==> src/sv/bfsp_pkg.sv <==
// shared types, constants and helpers for the shortest path block
package bfsp_pkg;

   // default tower size, vertex count is three to this power
   localparam int DISCS_DEFAULT = 4;

   // field widths and positions on the stream ports
   localparam int VTX_W       = 7;
   localparam int DIST_OUT_W  = 7;
   localparam int REQ_DATA_W  = 32;
   localparam int RSP_DATA_W  = 8;
   localparam int FROM_LSB    = 0;
   localparam int TO_LSB      = 7;
   localparam int PRESENT_BIT = 14;
   localparam int START_LSB   = 15;
   localparam int END_LSB     = 22;

   // largest reported hop count
   localparam logic [DIST_OUT_W-1:0] OUT_DIST_MAX = 7'd127;

   // item kinds carried on req_tuser
   typedef enum logic [0:0] {
      OP_LOAD  = 1'b0,
      OP_QUERY = 1'b1
   } bfsp_op_type;

   // sequencer states
   typedef enum logic [3:0] {
      ST_CLEAR,
      ST_IDLE,
      ST_LOAD,
      ST_INIT,
      ST_ROW,
      ST_ROW_WAIT,
      ST_SCAN,
      ST_DRAIN,
      ST_PASS_END,
      ST_FIN_RD,
      ST_FIN_WAIT
   } bfsp_state_type;

   // commands from the sequencer to the datapath
   typedef struct packed {
      logic capture;
      logic clear_step;
      logic load_wr;
      logic init_wr;
      logic pass_begin;
      logic row_rd;
      logic row_latch;
      logic row_next;
      logic scan;
      logic fin_rd;
      logic rsp_load;
   } bfsp_cmd_type;

   // status from the datapath to the sequencer
   typedef struct packed {
      logic clear_last;
      logic v_last;
      logic u_last;
      logic u_reached;
      logic changed;
      logic out_free;
   } bfsp_stat_type;

   // three to the power n, evaluated at elaboration
   function automatic int pow3(input int n);
      int acc;
      acc = 1;
      for (int k = 0; k < n; k++) begin
         acc = acc * 3;
      end
      return acc;
   endfunction

endpackage

==> src/sv/bfsp_ctrl.sv <==
// sequencer for loads, memory clearing and relaxation passes
module bfsp_ctrl (
   input  logic                    clock,
   input  logic                    reset,
   input  logic                    req_tvalid,
   input  logic                    req_tuser,
   output logic                    req_tready,
   output bfsp_pkg::bfsp_cmd_type  cmd,
   input  bfsp_pkg::bfsp_stat_type stat
);

   bfsp_pkg::bfsp_state_type state_ff;
   bfsp_pkg::bfsp_state_type state_in;

   // next state
   always_comb begin
      state_in = state_ff;
      unique case (state_ff)
         bfsp_pkg::ST_CLEAR: begin
            if (stat.clear_last) state_in = bfsp_pkg::ST_IDLE;
         end
         bfsp_pkg::ST_IDLE: begin
            if (req_tvalid) begin
               if (bfsp_pkg::bfsp_op_type'(req_tuser) == bfsp_pkg::OP_LOAD) begin
                  state_in = bfsp_pkg::ST_LOAD;
               end else begin
                  state_in = bfsp_pkg::ST_INIT;
               end
            end
         end
         bfsp_pkg::ST_LOAD: state_in = bfsp_pkg::ST_IDLE;
         bfsp_pkg::ST_INIT: begin
            if (stat.v_last) state_in = bfsp_pkg::ST_ROW;
         end
         bfsp_pkg::ST_ROW: state_in = bfsp_pkg::ST_ROW_WAIT;
         bfsp_pkg::ST_ROW_WAIT: begin
            if (stat.u_reached) begin
               state_in = bfsp_pkg::ST_SCAN;
            end else if (stat.u_last) begin
               state_in = bfsp_pkg::ST_PASS_END;
            end else begin
               state_in = bfsp_pkg::ST_ROW;
            end
         end
         bfsp_pkg::ST_SCAN: begin
            if (stat.v_last) state_in = bfsp_pkg::ST_DRAIN;
         end
         bfsp_pkg::ST_DRAIN: begin
            if (stat.u_last) begin
               state_in = bfsp_pkg::ST_PASS_END;
            end else begin
               state_in = bfsp_pkg::ST_ROW;
            end
         end
         bfsp_pkg::ST_PASS_END: begin
            if (stat.changed) begin
               state_in = bfsp_pkg::ST_ROW;
            end else begin
               state_in = bfsp_pkg::ST_FIN_RD;
            end
         end
         bfsp_pkg::ST_FIN_RD: state_in = bfsp_pkg::ST_FIN_WAIT;
         bfsp_pkg::ST_FIN_WAIT: begin
            if (stat.out_free) state_in = bfsp_pkg::ST_IDLE;
         end
         default: state_in = bfsp_pkg::ST_IDLE;
      endcase
   end

   // command decode
   always_comb begin
      cmd        = '0;
      req_tready = 1'b0;
      unique case (state_ff)
         bfsp_pkg::ST_CLEAR: cmd.clear_step = 1'b1;
         bfsp_pkg::ST_IDLE: begin
            req_tready  = 1'b1;
            cmd.capture = req_tvalid;
         end
         bfsp_pkg::ST_LOAD: cmd.load_wr = 1'b1;
         bfsp_pkg::ST_INIT: begin
            cmd.init_wr    = 1'b1;
            cmd.pass_begin = stat.v_last;
         end
         bfsp_pkg::ST_ROW: cmd.row_rd = 1'b1;
         bfsp_pkg::ST_ROW_WAIT: begin
            cmd.row_latch = stat.u_reached;
            cmd.row_next  = !stat.u_reached;
         end
         bfsp_pkg::ST_SCAN: cmd.scan = 1'b1;
         bfsp_pkg::ST_DRAIN: cmd.row_next = 1'b1;
         bfsp_pkg::ST_PASS_END: cmd.pass_begin = stat.changed;
         bfsp_pkg::ST_FIN_RD: cmd.fin_rd = 1'b1;
         bfsp_pkg::ST_FIN_WAIT: cmd.rsp_load = stat.out_free;
         default: cmd = '0;
      endcase
   end

   // state register
   always_ff @(posedge clock) begin
      if (reset) begin
         state_ff <= bfsp_pkg::ST_CLEAR;
      end else begin
         state_ff <= state_in;
      end
   end

   // a load write always follows an accepted item
   a_load_after_accept: assert property (@(posedge clock) disable iff (reset)
      state_ff == bfsp_pkg::ST_LOAD |-> $past(cmd.capture))
      else $error("load write without accepted item");

endmodule

==> config.mk <==
export PLATFORM = sky130hd
export DESIGN_NAME = bfsp_ctrl
export DESIGN_NICKNAME = d
export VERILOG_FILES = /design/src/sv/bfsp_pkg.sv /design/src/sv/bfsp_ctrl.sv
export SDC_FILE = /design/constraint.sdc
export NUM_CORES = 1
export LEC_CHECK = 0
export BUFFER_PORTS_ARGS = -buffer_cell sky130_fd_sc_hd__buf_4
export CORE_AREA = 2 2 39 41
export DETAILED_ROUTE_END_ITERATION = 8
export DIE_AREA = 0 0 41 43
export PLACE_DENSITY = 0.67
export SYNTH_ARGS = -nofsm -noshare
export SYNTH_HDL_FRONTEND = slang
export SYNTH_SLANG_ARGS = --single-unit
==> constraint.sdc <==
create_clock -name clock -period 1.4 [get_ports clock]
set_input_delay 0.21 -clock clock [delete_from_list [all_inputs] [get_ports clock]]
set_output_delay 0.21 -clock clock [all_outputs]
set_load 0.1 [all_outputs]
# Word level (Yosys, flattened, before mapping)
# Cells that the tools add are included.
dict set report totals {
  regBits 4
  latch_bits 0
  ramBits 0
  romBits 0
  inputBits 10
  output_inout_bits 12
  word_cells 41
  n_memories 0
}
dict set report op_classes {
  add_sub_neg 0
  n_mul 0
  n_div 0
  n_lt_le_gt_ge 0
  eq_ne 15
  shifts 0
  mux 22
  bitwise 0
  reduce_logical 3
}
# op n
set op_table {}
lappend op_table {{$pmux W4 S10} 1}
lappend op_table {{$mux W4} 8}
lappend op_table {{$eq A4 B3 Y1 const B} 4}
lappend op_table {{$eq A4 B4 Y1 const B} 3}
lappend op_table {{$mux W1} 11}
lappend op_table {{$ne A2 B2 Y1 const B} 5}
lappend op_table {{$eq A4 B2 Y1 const B} 2}
lappend op_table {{$reduce_and A5 Y1} 1}
lappend op_table {{$eq A4 B1 Y1 const B} 1}
lappend op_table {{$logic_not A4 Y1} 1}
lappend op_table {{$pmux W1 S2} 2}
lappend op_table {{$logic_not A1 Y1} 1}

# Longest topological paths before layout
dict set report logic_depth {
  word_depth 3
  mapped_depth 6
  mapped_depth_nobuf 4
}

# Least setup slack after synthesis
# No wires, ideal clock.
dict set report synth_timing {
  kind {register -> output}
  start {register state_ff[0]}
  end {output port cmd[0] in the netlist's numbering}
  arrival_ns 3.773
  t_required_ns 1.190
  setup_slack_ns -2.583
  path_stages_with_launch 4
  path_cell_list {dfxtp_1 > buf_2 > nand2b_1 > nor4b_1}
}
# element line
set synth_rtl {}
lappend synth_rtl {{start, declared} bfsp_ctrl.sv:12} ;# bfsp_pkg::bfsp_state_type state_ff;
lappend synth_rtl {{start signal, assigned} bfsp_ctrl.sv:102} ;# state_ff <= bfsp_pkg::ST_CLEAR;
lappend synth_rtl {{start signal, assigned} bfsp_ctrl.sv:104} ;# state_ff <= state_in;
lappend synth_rtl {{end, declared} bfsp_ctrl.sv:8} ;# output bfsp_pkg::bfsp_cmd_type cmd,

# Worst setup path in the final report
dict set report layout_timing {
  start {register state_ff[1]}
  end {register state_ff[2]}
}
dict set report layout_between {
  elab_chain_cells 3
}
# element line
set layout_rtl {}
lappend layout_rtl {{$eq A4 B2 Y1 (tied with other cells)} bfsp_ctrl.sv:18} ;# unique case (state_ff)
lappend layout_rtl {{$ne A2 B2 Y1 (no line)} -}
lappend layout_rtl {{$reduce_and A5 Y1 (no line)} -}
# Several ways; a longest one is shown, not always the timed one.
# A chain may end at the register's enable or synchronous reset.

==> summary.md <==
| Metric | Value |
|---|---|
| Die H | 43 um |
| DR DRC count | 0 |
| Status | finished with violations |
| Share of the yosys chip area belonging to registers | 16.1% |
| CP top delay family | compound AO/OA/AOI/OAI gates |
| Arrival @ worst endpoint | 1810 ps |
| Max Clock Skew | 0.387 ps |
| Synth warn | 0 |
| Fill count | 45 |
| Largest net degree at the start of global routing | 12 |
| Biggest regs | state_ff: 4 flops |
| Hold slack | 155 ps |
| Via Count | 829 |
| GRT Total Usage | 30.7% |
| Setup violators final | 15 |
| Crit end category | register |
| Fmax | 608 MHz |
| Avg Cell Area, Syn | 7.66 sq um |
| Final Hold Viols | 0 |
| Post-DP HPWL | 1320 um |
| Largest register FFs | 4 |
| Startpoint type of the worst setup path | register |
| Share of cells above drive strength 1 | 76.8% |
| Total congestion overflow | 0 |
| Distinct cells, synth | 34 |
| Tightest Hold Check Type | input port to register |
| Failing checks | negative setup slack |
| Initial Util | 36.0% |
| Routability cong. | 0.823 |
| Async SR Flop Fraction | 0% |
| Post-layout nets | 124 |
| Total CTS buffers | 3 |
| CP max stage cell | dfxtp_4 |
| Largest Register | state_ff |
| Worst setup margin | -245 ps |
| Top Ports | 22 |
| Clock-pin slew on the worst setup and hold paths | 40 ps |
| Gate Count Post-Synth | 65 |
| Area Growth Syn to Fin | 157% |
| Most frequent cells in the layout | 28 x buf_4, 11 x buf_12, 10 x buf_6, 5 x nor3_4 |
| Crit-path max cell delay | 390 ps |
| Pwr Total | 1.91 mW |
| First-pass GRT wire length | 3590 um |
| Final min period | 1640 ps |
| Hold path start | reset |
| Vias in the first global route | 770 |
| Critical Path Fanout Max | 11 |
| ANT cells | 0 |
| Worst skew pair latency | 250 ps |
| Vias per inst | 6.48 |
| Antenna violation net count after detailed routing | 0 |
| Worst-case reg-to-reg path depth | 6 |
| Commonest register cell after synthesis | dfxtp_1 |
| Reg2Reg Setup Slack | -240 ps |
| Most common cell after layout, fill and taps aside | buf_4 |
| Drt wl/cell | 24.3 um |
| Root cell of the clock tree | clkbuf_4 |
| Post-Layout Cell Count | 128 |
| Initial antenna violation count | 0 |
| Setup WS pre-CTS | -119 ps |
| Mapped Nets | 75 |
| Kind of critical path | register to register |
| Fin crit share | 117% |
| Final core utilization | 92.4% |
| Final Max Slew Viols | 0 |
| H-tree levels | 1 |
| Pre-antenna DRT Iters | 4 |
| Power per cell area | 1490 mW/mm^2 |
| Die X | 41 um |
| Starting DRT DRC Count | 39 |
| CTS tree | built |
| # rows | 14 |
| Peak VDD IR | 1230 uV |
| Max Root-Sink Buffers | 2 |
| Hold-fix buffers, CTS | 0 |
| Worst Path Buf+Inv | 2 |
| Input/output buffers | 21 |
| WP data required | 1560 ps |
| Core area | 0.00138 sq mm |
| Crit Reg-Reg Endpoint | state_ff[2]$_SDFFE_PP0P_ |
| Number of synthesized flops with an enable pin | 0 |
| Die Area | 0.00176 sq mm |
| Cell count after placement | 115 |
| Pleak | 0.507 nW |
| Critical R2R Launch | state_ff[1]$_SDFFE_PP0P_ |
| RSZ-0062 raised after global routing | yes |
| Relative slew slack | 72.6% |
| TritonCTS sink count | 4 |
| Slew @ Worst Pin | 407 ps |
| Crit-path cells | buf_4, buf_6, o21ai_0, o31a_1, a31oi_1, nor3_1 |
| Hold Path Cell Cnt | 2 |
| #FFs+latches synth | 4 |
| Hold Path End | state_ff[0]$_SDFFE_PP0P_ |
| Design Area, Final | 0.00128 sq mm |
| Routed wire length | 3110 um |
| Max-Cap Viols | 0 |
| Cell Area, Synth | 498 sq um |
| Cell Area, Placed | 925 sq um |
| Post-route setup TNS | -2110 ps |
[cells by family (layout without fill, tap and decap cells)]
| kind of cell | count (synthesis) | after routing | share of synthesized area, % |
|---|---|---|---|
| DFF | 4 | 4 | 16.1 |
| AOI/OAI and AO/OA | 18 | 18 | 27.6 |
| and+or+nand+nor | 35 | 35 | 47.0 |
| buffers and inverters | 8 | 55 | 9.30 |
[power by group]
part / switching, mW / internal, mW / total [mW]
Clock: 0.0689 / 0.0974 / 0.166
Combinational: 0.843 / 0.674 / 1.52
Sequential: 0.0763 / 0.147 / 0.224
Total: 0.989 / 0.919 / 1.91
[layout make-up]
type / instances / area [sq um] / share of cell area [%]
inverters: 1 / 3.75 / 0.294
multi-input cells: 53 / 567 / 44.3
clock buffers: 3 / 22.5 / 1.76
repair buffers: 51 / 573 / 44.8
well taps: 16 / 20.0 / 1.57
flip-flops and latches: 4 / 92.6 / 7.24
[cells in the mapped netlist (2+ instances only)]
library cell | instances | share of area (%)
nor3_1 | 8 | 8.0
nand2b_1 | 4 | 5.0
nor2_1 | 5 | 3.8
nor2b_1 | 3 | 3.8
buf_2 | 4 | 4.0
and4bb_1 | 2 | 5.0
a31oi_1 | 3 | 3.8
a21oi_1 | 5 | 5.0
dfxtp_1 | 4 | 16
nand2_1 | 2 | 1.5
and3_1 | 2 | 2.5
[worst max-delay path by stage]
stage | from | to | slack [ps] | depth (start not counted)
2_1_floorplan | state_ff[1]$_SDFFE_PP0P_ | cmd[10] | -680 | 4
3_3_place_gp | state_ff[0]$_SDFFE_PP0P_ | state_ff[1]$_SDFFE_PP0P_ | -100 | 4
3_5_place_dp | state_ff[0]$_SDFFE_PP0P_ | cmd[7] | -120 | 4
4_1_cts | state_ff[1]$_SDFFE_PP0P_ | cmd[10] | -160 | 5
5_1_grt | state_ff[1]$_SDFFE_PP0P_ | state_ff[2]$_SDFFE_PP0P_ | -260 | 6
6_report | state_ff[1]$_SDFFE_PP0P_ | state_ff[2]$_SDFFE_PP0P_ | -240 | 6
[metal layers]
| layer | vias to the layer above | wire (um) | GRT usage (%) |
|---|---|---|---|
| met5 | - | 0 | 0 |
| met2 | 77 | 1560 | 47.8 |
| met3 | 19 | 304 | 5.76 |
| li1 | 342 | - | - |
| met4 | 0 | 142 | 20.7 |
| met1 | 391 | 1100 | 35.5 |
[timing repair]
action | 4_1_cts | 5_1_grt
pin swaps | 11 | 9
setup buffers | 6 | 5
setup endpoints to repair | 16 | 15
gates resized for setup | 57 | 11
Note: power is estimated with default switching activity, not from simulation.
